## config.mk

```make
export PLATFORM = sky130hd
export DESIGN_NAME = hlew_ctrl
export DESIGN_NICKNAME = d
export VERILOG_FILES = /design/src/rtl/core/hlew_pkg.sv /design/src/rtl/core/hlew_ctrl.sv
export SDC_FILE = /design/constraint.sdc
export NUM_CORES = 1
export LEC_CHECK = 0
export BUFFER_PORTS_ARGS = -buffer_cell sky130_fd_sc_hd__buf_2
export CAP_MARGIN = 30
export CORE_UTILIZATION = 46
export DETAILED_ROUTE_END_ITERATION = 10
export PLACE_DENSITY = 0.78
export SLEW_MARGIN = 25
export SYNTH_ARGS = -nofsm -noshare
export SYNTH_HDL_FRONTEND = slang
export SYNTH_SLANG_ARGS = --single-unit
export TNS_END_PERCENT = 20
```

## constraint.sdc

```tcl
create_clock -name clk -period 1.5 [get_ports clk]
set_input_delay 0.3 -clock clk [delete_from_list [all_inputs] [get_ports clk]]
set_output_delay 0.3 -clock clk [all_outputs]
set_load 0.05 [all_outputs]
```

## src/rtl/core/hlew_pkg.sv

```systemverilog
`default_nettype none
// ----------------------------------------------------------------------------
// hlew_pkg
// Shared widths, codes and controller/datapath interface types of the HCP
// lattice exclusion walk.
// ----------------------------------------------------------------------------
package hlew_pkg;

  localparam int VOX_W         = 20;
  localparam int MOL_W         = 14;
  localparam int DIM_W         = 11;
  localparam int CNT_W         = 21;
  localparam int RC_W          = 2 * DIM_W;
  localparam int DIR_W         = 4;
  localparam int ST_W          = 2;
  localparam int CFG_IDX_W     = 2;
  localparam int CFG_W         = CNT_W;
  localparam int OFF_W         = RC_W + 3;

  localparam int MAX_VOXELS    = 1 << VOX_W;
  localparam int MAX_MOLECULES = 1 << MOL_W;
  localparam int NEIGHBOURS    = 12;

  localparam int OCC_WORD_W    = 32;
  localparam int OCC_BIT_W     = $clog2(OCC_WORD_W);
  localparam int OCC_DEPTH     = MAX_VOXELS / OCC_WORD_W;
  localparam int OCC_ADDR_W    = $clog2(OCC_DEPTH);

  localparam logic [ST_W-1:0] ST_OK       = 2'd0;
  localparam logic [ST_W-1:0] ST_OCCUPIED = 2'd1;
  localparam logic [ST_W-1:0] ST_OUTSIDE  = 2'd2;

  localparam logic [CFG_IDX_W-1:0] CFG_ROWS   = 2'd0;
  localparam logic [CFG_IDX_W-1:0] CFG_COLS   = 2'd1;
  localparam logic [CFG_IDX_W-1:0] CFG_VCOUNT = 2'd2;

  // voxel source for occupancy reads and the result
  localparam logic [1:0] VSEL_PV   = 2'd0;
  localparam logic [1:0] VSEL_CURR = 2'd1;
  localparam logic [1:0] VSEL_TAR  = 2'd2;

  localparam logic [DIR_W-1:0] DIR_N0  = 4'd0;
  localparam logic [DIR_W-1:0] DIR_N1  = 4'd1;
  localparam logic [DIR_W-1:0] DIR_N2  = 4'd2;
  localparam logic [DIR_W-1:0] DIR_N3  = 4'd3;
  localparam logic [DIR_W-1:0] DIR_N4  = 4'd4;
  localparam logic [DIR_W-1:0] DIR_N5  = 4'd5;
  localparam logic [DIR_W-1:0] DIR_N6  = 4'd6;
  localparam logic [DIR_W-1:0] DIR_N7  = 4'd7;
  localparam logic [DIR_W-1:0] DIR_N8  = 4'd8;
  localparam logic [DIR_W-1:0] DIR_N9  = 4'd9;
  localparam logic [DIR_W-1:0] DIR_N10 = 4'd10;
  localparam logic [DIR_W-1:0] DIR_N11 = 4'd11;

  typedef struct packed {
    logic            latch;
    logic            occ_rd;
    logic [1:0]      occ_sel;
    logic            occ_wr;
    logic            occ_val;
    logic            clr_wr;
    logic            pos_rd;
    logic            pos_wr;
    logic            cur_ld;
    logic            div1_go;
    logic            div2_go;
    logic            lp_ld;
    logic            cp_ld;
    logic            off_ld;
    logic            tar_ld;
    logic            out_fire;
    logic [ST_W-1:0] out_st;
    logic [1:0]      out_vsel;
  } dp_cmd_t;

  typedef struct packed {
    logic kind;
    logic pv_oor;
    logic occ_bit;
    logic tar_oor;
    logic tar_same;
    logic div_done;
    logic clr_last;
  } dp_sts_t;

endpackage
`default_nettype wire

```

## src/rtl/core/hlew_ctrl.sv

```systemverilog
`default_nettype none
// ----------------------------------------------------------------------------
// hlew_ctrl
// Controller: clearing pass, place sequence and move sequence.
// ----------------------------------------------------------------------------
module hlew_ctrl (
  input  wire logic              clk,
  input  wire logic              rst_n,
  input  wire logic              start,
  output logic                   busy,
  input  wire hlew_pkg::dp_sts_t sts,
  output hlew_pkg::dp_cmd_t      cmd
);
  import hlew_pkg::*;

  localparam logic [3:0] S_CLR   = 4'd0;
  localparam logic [3:0] S_IDLE  = 4'd1;
  localparam logic [3:0] S_P_RD  = 4'd2;
  localparam logic [3:0] S_P_CHK = 4'd3;
  localparam logic [3:0] S_M_RD  = 4'd4;
  localparam logic [3:0] S_M_CUR = 4'd5;
  localparam logic [3:0] S_M_D1S = 4'd6;
  localparam logic [3:0] S_M_D1  = 4'd7;
  localparam logic [3:0] S_M_D2  = 4'd8;
  localparam logic [3:0] S_M_OFF = 4'd9;
  localparam logic [3:0] S_M_TAR = 4'd10;
  localparam logic [3:0] S_M_CHK = 4'd11;
  localparam logic [3:0] S_M_OCC = 4'd12;
  localparam logic [3:0] S_M_CRD = 4'd13;
  localparam logic [3:0] S_M_CWR = 4'd14;

  logic [3:0] state_r, state_nxt;

  always_ff @(posedge clk) begin
    if (!rst_n) begin
      state_r <= S_CLR;
    end else begin
      state_r <= state_nxt;
    end
  end

  assign busy = state_r != S_IDLE;

  always_comb begin
    state_nxt    = state_r;
    cmd          = '0;
    cmd.occ_sel  = VSEL_PV;
    cmd.out_vsel = VSEL_PV;
    cmd.out_st   = ST_OK;
    case (state_r)
      S_CLR: begin
        cmd.clr_wr = 1'b1;
        if (sts.clr_last) state_nxt = S_IDLE;
      end
      S_IDLE: begin
        if (start) begin
          cmd.latch = 1'b1;
          state_nxt = S_P_RD;
        end
      end
      S_P_RD: begin
        if (sts.kind) begin
          cmd.pos_rd = 1'b1;
          state_nxt  = S_M_CUR;
        end else begin
          cmd.occ_rd  = 1'b1;
          cmd.occ_sel = VSEL_PV;
          state_nxt   = S_P_CHK;
        end
      end
      S_P_CHK: begin
        cmd.out_fire = 1'b1;
        cmd.out_vsel = VSEL_PV;
        state_nxt    = S_IDLE;
        if (sts.pv_oor) begin
          cmd.out_st = ST_OUTSIDE;
        end else if (sts.occ_bit) begin
          cmd.out_st = ST_OCCUPIED;
        end else begin
          cmd.out_st  = ST_OK;
          cmd.occ_wr  = 1'b1;
          cmd.occ_val = 1'b1;
          cmd.pos_wr  = 1'b1;
        end
      end
      S_M_RD: begin
        cmd.pos_rd = 1'b1;
        state_nxt  = S_M_CUR;
      end
      S_M_CUR: begin
        cmd.cur_ld = 1'b1;
        state_nxt  = S_M_D1S;
      end
      S_M_D1S: begin
        cmd.div1_go = 1'b1;
        state_nxt   = S_M_D1;
      end
      S_M_D1: begin
        // chain the column division off the layer remainder
        if (sts.div_done) begin
          cmd.lp_ld   = 1'b1;
          cmd.div2_go = 1'b1;
          state_nxt   = S_M_D2;
        end
      end
      S_M_D2: begin
        if (sts.div_done) begin
          cmd.cp_ld = 1'b1;
          state_nxt = S_M_OFF;
        end
      end
      S_M_OFF: begin
        cmd.off_ld = 1'b1;
        state_nxt  = S_M_TAR;
      end
      S_M_TAR: begin
        cmd.tar_ld = 1'b1;
        state_nxt  = S_M_CHK;
      end
      S_M_CHK: begin
        cmd.out_vsel = VSEL_CURR;
        if (sts.tar_oor) begin
          cmd.out_fire = 1'b1;
          cmd.out_st   = ST_OUTSIDE;
          state_nxt    = S_IDLE;
        end else if (sts.tar_same) begin
          cmd.out_fire = 1'b1;
          cmd.out_st   = ST_OCCUPIED;
          state_nxt    = S_IDLE;
        end else begin
          cmd.occ_rd  = 1'b1;
          cmd.occ_sel = VSEL_TAR;
          state_nxt   = S_M_OCC;
        end
      end
      S_M_OCC: begin
        if (sts.occ_bit) begin
          cmd.out_fire = 1'b1;
          cmd.out_st   = ST_OCCUPIED;
          cmd.out_vsel = VSEL_CURR;
          state_nxt    = S_IDLE;
        end else begin
          cmd.occ_wr  = 1'b1;
          cmd.occ_val = 1'b1;
          state_nxt   = S_M_CRD;
        end
      end
      S_M_CRD: begin
        // reread after the set so a shared word keeps the new bit
        cmd.occ_rd  = 1'b1;
        cmd.occ_sel = VSEL_CURR;
        state_nxt   = S_M_CWR;
      end
      S_M_CWR: begin
        cmd.occ_wr   = 1'b1;
        cmd.occ_val  = 1'b0;
        cmd.pos_wr   = 1'b1;
        cmd.out_fire = 1'b1;
        cmd.out_st   = ST_OK;
        cmd.out_vsel = VSEL_TAR;
        state_nxt    = S_IDLE;
      end
      default: begin
        state_nxt = S_IDLE;
      end
    endcase
  end

endmodule
`default_nettype wire

```

==> flow_summary.json, run 1 <==
{
  "outcome.stop_stage": "clock tree synthesis",
  "cts_num_sinks": 4,
  "yosys_warnings": 0,
  "post-cts-setup-buffers": 3,
  "postSynthCellCount": 98,
  "cts.repair.resized": 54,
  "synthDistinctLibCells": 39,
  "syn-cell-area_sq_um": 713,
  "cts_root_buffer": "clkbuf_4",
  "synthesis.area_per_instance_sq_um": 7.28,
  "floorplan.die.width_um": 41.4,
  "dp_hpwl_mm": 1.78,
  "cts-htree-levels": 1,
  "clk_path_buf_depth": 2,
  "run_status": "stopped before the end",
  "toolErrorMsg": "[ERROR DPL-0033] detailed placement checks failed during check placement.",
  "post_cts_hold_buffer_count": 0,
  "synth_nets": 108,
  "port-buffer-count": 31,
  "tritoncts.num_buffers": 3,
  "num_io_pins": 32,
  "rows": 13,
  "initial_standard_cell_utilization_of_the_core_pct": 52.2,
  "ys_seq_area_share_pct": 11.2,
  "routabilityCongestion": 0.828,
  "numPlacedInstances": 161,
  "place_area_sq_um": 1110,
  "postSynthRegisterBits": 4,
  "die_height_um": 41.4
}
==> stage by stage <==
| stage | utilization, % | setup slack, ns | setup TNS (ns) | hold WS, ns |
|---|---|---|---|---|
| 2_1_floorplan | - | -0.241 | -2.21 | 0.421 |
| 3_3_place_gp | 81.6 | -0.117 | -0.541 | 0.555 |
| 3_5_place_dp | 81.6 | -0.124 | -1.10 | 0.559 |
==> cells in the mapped netlist (all sizes together) <==
cell,instances,area [sq um]
and3,2,12.5
buf,11,106
a31oi,1,6.26
o21a,3,22.5
nor4,4,31.3
nand2,8,30.0
inv,5,18.8
o311a,1,10.0
a21o,1,7.51
nand3,1,5.00
a32oi,1,8.76
nor2b,3,18.8
nor2,14,55.1
nor3b,1,7.51
nand2b,7,51.3
nand3b,3,47.6
dfxtp,4,80.1
o22ai,2,18.8
o311ai,1,8.76
and2,1,6.26
a21oi,5,25.0
o32a,1,10.0
o2111ai,1,8.76
o211a,1,10.0
a221oi,1,15.0
nor3,4,20.0
o41ai,1,8.76
mux2i,1,10.0
o32ai,1,8.76
o221ai,1,8.76
o21ai,7,35.0
==> cells by family after synthesis <==
family                 after synthesis  share of synthesized area [%]
and+or+nand+nor                     48                           40.0
muxes                                1                           1.40
AOI/OAI and AO/OA                   29                           29.8
buffers and inverters               16                           17.5
DFF                                  4                           11.2
==> run 2: changes to the inputs <==
--- a/config.mk
+++ b/config.mk
@@ -7,9 +7,10 @@
 export LEC_CHECK = 0
 export BUFFER_PORTS_ARGS = -buffer_cell sky130_fd_sc_hd__buf_2
 export CAP_MARGIN = 30
-export CORE_UTILIZATION = 46
+export CORE_AREA = 2 2 63 65
 export DETAILED_ROUTE_END_ITERATION = 10
-export PLACE_DENSITY = 0.78
+export DIE_AREA = 0 0 65 67
+export PLACE_DENSITY_LB_ADDON = 0.15
 export SLEW_MARGIN = 25
 export SYNTH_ARGS = -nofsm -noshare
 export SYNTH_HDL_FRONTEND = slang
==> flow_summary.json, run 2 <==
{
  "achievable-frequency_ghz": 0.581,
  "num_io_pins": 32,
  "synth_top_area_share_pct": 11.2,
  "drive_above_1_share_pct": 67.9,
  "post_layout_nets": 177,
  "gr-usage-all-layers_pct": 12.5,
  "worst_skew_pair.late_latency_ns": 0.22,
  "floorplan.die_area_sq_um": 4360,
  "max_cap_viol_count": 0,
  "timing.setup.tns_ns": -2.66,
  "cts-htree-levels": 1,
  "clk_path_buf_depth": 2,
  "drt-wirelength-per-cell_um": 12.4,
  "ys_seq_area_share_pct": 11.2,
  "critical_path.startpoint": "state_r[0]$_SDFFE_PN0P_",
  "period_share_pct": 115,
  "initial_standard_cell_utilization_of_the_core_pct": 19.8,
  "floorplan.core_area_sq_um": 3610,
  "final-hold-violation-count": 0,
  "post_synth_main_area_contributors": "dfxtp_1, buf_6, nor2_1",
  "dp_hpwl_mm": 1.92,
  "remaining_number_of_nets_flagged_by_the_antenna_check_after_routing": 0,
  "p_int_mw": 0.529,
  "failing_checks": "setup timing",
  "synth_flop_cell": "dfxtp_1",
  "antennaDiodeCount": 0,
  "antenna_violations_before_repair": 0,
  "rows": 22,
  "share_seq_of_total_power_pct": 14.7,
  "crit_top_cell": "buf_6",
  "seq_area_sq_um": 90.1,
  "place_area_sq_um": 1190,
  "synthToLayoutAreaGrowth_pct": 120,
  "mostFrequentLayoutCell": "buf_4",
  "synthDistinctLibCells": 39,
  "final-max-slew-violation-count": 0,
  "finalSetupViolations": 21,
  "cts_root_buffer": "clkbuf_8",
  "worst_path_largest_cell_delay_ns": 0.35,
  "tritoncts.num_buffers": 3,
  "final.setup_skew_ns": 0.000672,
  "postSynthCellCount": 98,
  "run_status": "finished, violations left",
  "floorplan.die.width_um": 65,
  "setup_repair_after_global_routing_missed_its_margin": "yes",
  "net-switching-power_mw": 0.351,
  "relSlewSlack_pct": 79.2,
  "synthesis.area_per_instance_sq_um": 7.28,
  "routed_via_density": 4.57,
  "first_global_vias": 927,
  "total_congestion_overflow_after_global_routing": 0,
  "clock_power_share_pct": 26.3,
  "synth_nets": 108,
  "worst_r2r_startpoint": "state_r[0]$_SDFFE_PN0P_",
  "cts_num_sinks": 4,
  "global_route_wire_length_before_repair_mm": 4.29,
  "worst_setup_hold_path_clk_slew_ns": 0.03,
  "timing.final.crit_period_ns": 1.72,
  "multiInputGateArea_sq_um": 698,
  "synth.most_common_cell": "nor2_1",
  "leakage_nw": 0.699,
  "cell_types_with_the_highest_counts_after_synthesis": "nor2_1, nand2_1, buf_6",
  "critPathBufInv": 2,
  "library_cell_contributing_the_largest_single_delay_on_the_critical_path": "dfxtp_2",
  "postSynthRegisterBits": 4,
  "crit_path_cell_trace": "buf_6 > nand3b_4 > o32a_1 > o22ai_2 > buf_6",
  "critical_path_required_ns": 1.20,
  "port-buffer-count": 31,
  "largest_registers": "state_r: 4 flops",
  "n_fill_cell": 363,
  "totalPowerFinal_mw": 0.879,
  "drtPass1Iterations": 4,
  "synth_largest_area_cell": "dfxtp_1",
  "critPathTopFamily": "compound AO/OA/AOI/OAI gates",
  "hold_path.startpoint": "rst_n",
  "syn-cell-area_sq_um": 713,
  "largest_register_ff_count": 4,
  "irDropWorstVdd_uv": 197,
  "switching_share_pct": 39.9,
  "vias": 973,
  "combinational_cell_fraction_of_total_power_pct": 59.0,
  "fin_ws_ns": -0.221,
  "worst-setup-path-type": "flip-flop to output pin",
  "die_height_um": 67,
  "crit_path_start_kind": "flip-flop",
  "routabilityCongestion": 0.708,
  "power_density_nw_per_um2": 559,
  "worstPathArrival_ns": 1.42,
  "finish.instance_area_sq_um": 1570,
  "drt-initial-drc-count": 27,
  "worstMarginPinSlew_ns": 0.307,
  "commonest_non_fill_non_tap_cells_in_the_layout": "buf_4, buf_6, buf_2",
  "register_with_the_most_flip_flops": "state_r",
  "yosys_warnings": 0,
  "holdCritPathClass": "primary input to flip-flop",
  "end_kind": "output pin",
  "routed_wl_mm": 2.64,
  "share_of_async_settable_or_async_resettable_flops_after_synthesis_pct": 0,
  "remaining_drc_errors": 0,
  "crit_path_max_fanout": 4,
  "synth_edf_count": 0,
  "clock_tree_from_tritoncts": "yes",
  "grt_max_degree": 17,
  "post_cts_hold_buffer_count": 0
}
==> run 2: cell counts after synthesis <==
Identical to the previous run, type by type.
==> run 2: metal layers <==
layer	track usage, %	vias up	wire, um
li1	-	492	-
met1	16.5	458	1240
met2	21.0	23	1280
met3	2.20	0	112
met4	3.19	0	0
met5	0	-	0
==> run 2: cells by family after synthesis <==
logic type | share of synthesized area [%]
mux | 1.40
buf+inv | 17.5
compound gates | 29.8
simple gates | 40.0
flops | 11.2
==> run 2: path summary, 6_finish.rpt <==
path / slack (ns) / endpoint / cells after the start
min: 0.34 / state_r[2]$_SDFFE_PN0P_ / 2
max reg2reg: 0.02 / state_r[3]$_SDFFE_PN0P_ / 7
max: -0.22 / cmd[16] / 5
min reg2reg: 0.83 / state_r[2]$_SDFFE_PN0P_ / 3
==> run 2: timing repair <==
| action | 4_1_cts | 5_1_grt |
|---|---|---|
| pin swaps | 3 | 7 |
| buffers inserted | 11 | 2 |
| endpoints found under the hold margin | 0 | 0 |
| gates resized for setup | 37 | 42 |
| setup endpoints to repair | 24 | 24 |
==> run 2: power by group through the flow <==
| stage | sequential, mW | combinational [mW] | clock (mW) |
|---|---|---|---|
| 2_1_floorplan | 0.122 | 0.293 | 0 |
| 3_3_place_gp | 0.128 | 0.406 | 0 |
| 3_5_place_dp | 0.128 | 0.405 | 0 |
| 4_1_cts | 0.129 | 0.469 | 0.235 |
| 5_1_grt | 0.131 | 0.551 | 0.240 |
| 6_report | 0.129 | 0.519 | 0.231 |
==> run 2: per-stage QoR <==
step | cells | utilization, % | hold WS (ns) | setup WS (ns)
global placement | 198 | 32.9 | 0.576 | -0.150
CTS | 211 | 39.3 | 0.351 | -0.234
global route | 213 | 43.6 | 0.359 | -0.263
finish | 213 | 43.6 | 0.345 | -0.221
floorplan | 98 | - | 0.421 | -0.241
detailed placement | 198 | 32.9 | 0.582 | -0.167
==> run 2: layout make-up <==
class | count | area share [%]
clock buffers | 3 | 2.63
well taps | 48 | 3.82
repair buffers | 75 | 42.2
multi-input cells | 78 | 44.4
flip-flops and latches | 4 | 5.73
inverters | 5 | 1.19
No activity file was read; power rests on OpenSTA's default activity.
==> run 3: changes to the inputs <==
--- a/config.mk
+++ b/config.mk
@@ -7,9 +7,9 @@
 export LEC_CHECK = 0
 export BUFFER_PORTS_ARGS = -buffer_cell sky130_fd_sc_hd__buf_2
 export CAP_MARGIN = 30
-export CORE_AREA = 2 2 63 65
+export CORE_AREA = 10 10 71 73
 export DETAILED_ROUTE_END_ITERATION = 10
-export DIE_AREA = 0 0 65 67
+export DIE_AREA = 0 0 81 83
 export PLACE_DENSITY_LB_ADDON = 0.15
 export SLEW_MARGIN = 25
 export SYNTH_ARGS = -nofsm -noshare
==> flow_summary.json, run 3 (synthesized netlist as in run 2, its figures left out) <==
{
  "run_status": "finished, violations left",
  "failing_checks": "setup timing",
  "relSlewSlack_pct": 82.8,
  "final.setup_skew_ns": 0.00149,
  "timing.setup.tns_ns": -1.96,
  "power_density_nw_per_um2": 571,
  "worst-setup-path-type": "flip-flop to output pin",
  "post_layout_nets": 169,
  "routed_via_density": 4.60,
  "post_cts_hold_buffer_count": 0,
  "drtPass1Iterations": 4,
  "clock_power_share_pct": 25.5,
  "remaining_number_of_nets_flagged_by_the_antenna_check_after_routing": 0,
  "share_seq_of_total_power_pct": 14.9,
  "fin_ws_ns": -0.222,
  "rows": 22,
  "leakage_nw": 0.667,
  "synthToLayoutAreaGrowth_pct": 118,
  "worstMarginPinSlew_ns": 0.254,
  "net-switching-power_mw": 0.348,
  "worst_setup_hold_path_clk_slew_ns": 0.03,
  "gr-usage-all-layers_pct": 8.77,
  "floorplan.core_area_sq_um": 3630,
  "clk_path_buf_depth": 2,
  "finish.instance_area_sq_um": 1560,
  "worst_r2r_startpoint": "state_r[0]$_SDFFE_PN0P_",
  "vias": 943,
  "combinational_cell_fraction_of_total_power_pct": 59.7,
  "crit_path_start_kind": "flip-flop",
  "place_area_sq_um": 1240,
  "final-hold-violation-count": 0,
  "floorplan.die.width_um": 81,
  "clock_tree_from_tritoncts": "yes",
  "crit-reg2reg-capture": "state_r[3]$_SDFFE_PN0P_",
  "final-max-slew-violation-count": 0,
  "grt_max_degree": 16,
  "max_cap_viol_count": 0,
  "drt-wirelength-per-cell_um": 14.5,
  "setup_repair_after_global_routing_missed_its_margin": "yes",
  "floorplan.die_area_sq_um": 6720,
  "port-buffer-count": 31,
  "achievable-frequency_ghz": 0.581,
  "mostFrequentLayoutCell": "buf_4",
  "register_with_the_most_flip_flops": "state_r",
  "antenna_violations_before_repair": 0,
  "tritoncts.num_buffers": 3,
  "drt-initial-drc-count": 41,
  "numPlacedInstances": 199,
  "switching_share_pct": 39.2,
  "antennaDiodeCount": 0,
  "num_io_pins": 32,
  "critical_path_required_ns": 1.20,
  "initial_standard_cell_utilization_of_the_core_pct": 19.6,
  "n_fill_cell": 385,
  "finalSetupViolations": 20,
  "fin_worst_hold_slack_ns": 0.365,
  "drive_above_1_share_pct": 66.9,
  "period_share_pct": 115,
  "first_global_vias": 982,
  "total_congestion_overflow_after_global_routing": 0,
  "routabilityCongestion": 0.758,
  "timing.final.crit_period_ns": 1.72,
  "global_route_wire_length_before_repair_mm": 4.96,
  "cts_root_buffer": "clkbuf_8",
  "irDropWorstVdd_uv": 197,
  "critical_path.startpoint": "state_r[3]$_SDFFE_PN0P_",
  "worstPathArrival_ns": 1.42,
  "crit_path_max_fanout": 14,
  "commonest_non_fill_non_tap_cells_in_the_layout": "buf_4, buf_6, buf_2",
  "p_int_mw": 0.541,
  "dp_hpwl_mm": 2.24,
  "remaining_drc_errors": 0,
  "cts_num_sinks": 4,
  "worst_skew_pair.late_latency_ns": 0.22,
  "die_height_um": 83,
  "reg2reg_depth": 6,
  "end_kind": "output pin",
  "holdCritPathClass": "primary input to flip-flop",
  "largest_register_ff_count": 4,
  "cts-htree-levels": 1,
  "final_cells": 205,
  "minimum_setup_slack_among_reg_to_reg_paths_ns": 0.11,
  "largest_registers": "state_r: 4 flops",
  "routed_wl_mm": 2.97,
  "critPathCapture": "cmd[2]"
}
-- run 3: cell types whose count changed in the layout (fill, tap and decap cells not counted) --
cell / previous run / this run
buf_12: 1 / 6
and3_4: 1 / 0
o21ai_2: 1 / 2
o21ai_1: 3 / 2
nor2_2: 6 / 5
nand2_2: 0 / 1
buf_6: 28 / 23
nor2_4: 2 / 3
buf_4: 35 / 29
buf_2: 10 / 9
buf_8: 1 / 0
nand2_1: 7 / 6
and3_1: 1 / 2
-- run 3: per-layer routing --
metal	global-route usage, %	routed length, um
met1	10.8	1270
met2	13.7	1410
met3	3.56	287
met4	2.19	6
met5	0	0
-- run 3: worst min-delay path by stage --
stage                     slack (ns)  cells past startpoint                      end   start
after floorplan                 0.42                      1  state_r[1]$_SDFFE_PN0P_  sts[1]
after global placement          0.58                      2  state_r[2]$_SDFFE_PN0P_   rst_n
after detailed placement        0.59                      2  state_r[2]$_SDFFE_PN0P_   rst_n
after CTS                       0.36                      2  state_r[2]$_SDFFE_PN0P_   rst_n
after global routing            0.38                      2  state_r[2]$_SDFFE_PN0P_   rst_n
final                           0.37                      2  state_r[2]$_SDFFE_PN0P_   rst_n
-- run 3: power groups by stage --
stage	Sequential (mW)	Combinational, mW	Clock [mW]
6_report	0.132	0.530	0.226
5_1_grt	0.134	0.565	0.241
4_1_cts	0.132	0.512	0.232
3_5_place_dp	0.129	0.440	0
3_3_place_gp	0.129	0.437	0
2_1_floorplan	0.122	0.293	0
-- run 3: area by class of cell --
cell class	instances	area, sq um	area share, %
Clock buffer	3	41.3	2.65
Tap cell	48	60.1	3.86
Inverter	5	18.8	1.21
Sequential cell	4	90.1	5.79
Multi-Input combinational cell	78	704	45.3
Timing Repair Buffer	67	642	41.2
-- run 3: stage by stage --
stage	setup WS (ns)	utilization, %	power (mW)
5_1_grt	-0.288	42.8	0.939
4_1_cts	-0.234	41.5	0.876
3_3_place_gp	-0.115	34.2	0.565
3_5_place_dp	-0.180	34.2	0.569
6_report	-0.222	42.8	0.889
2_1_floorplan	-0.241	-	0.416
-- run 3: repair_timing --
action,4_1_cts,5_1_grt
resized for setup,62,12
buffers inserted,3,0
setup endpoints to repair,22,22
pin swaps,5,2
-- run 3: worst max-delay path, cell delays in order, from the launching register on --
cell and delay [ns]:
dfxtp_2 0.34, buf_12 0.16, buf_4 0.14, o41ai_4 0.35, buf_6 0.20
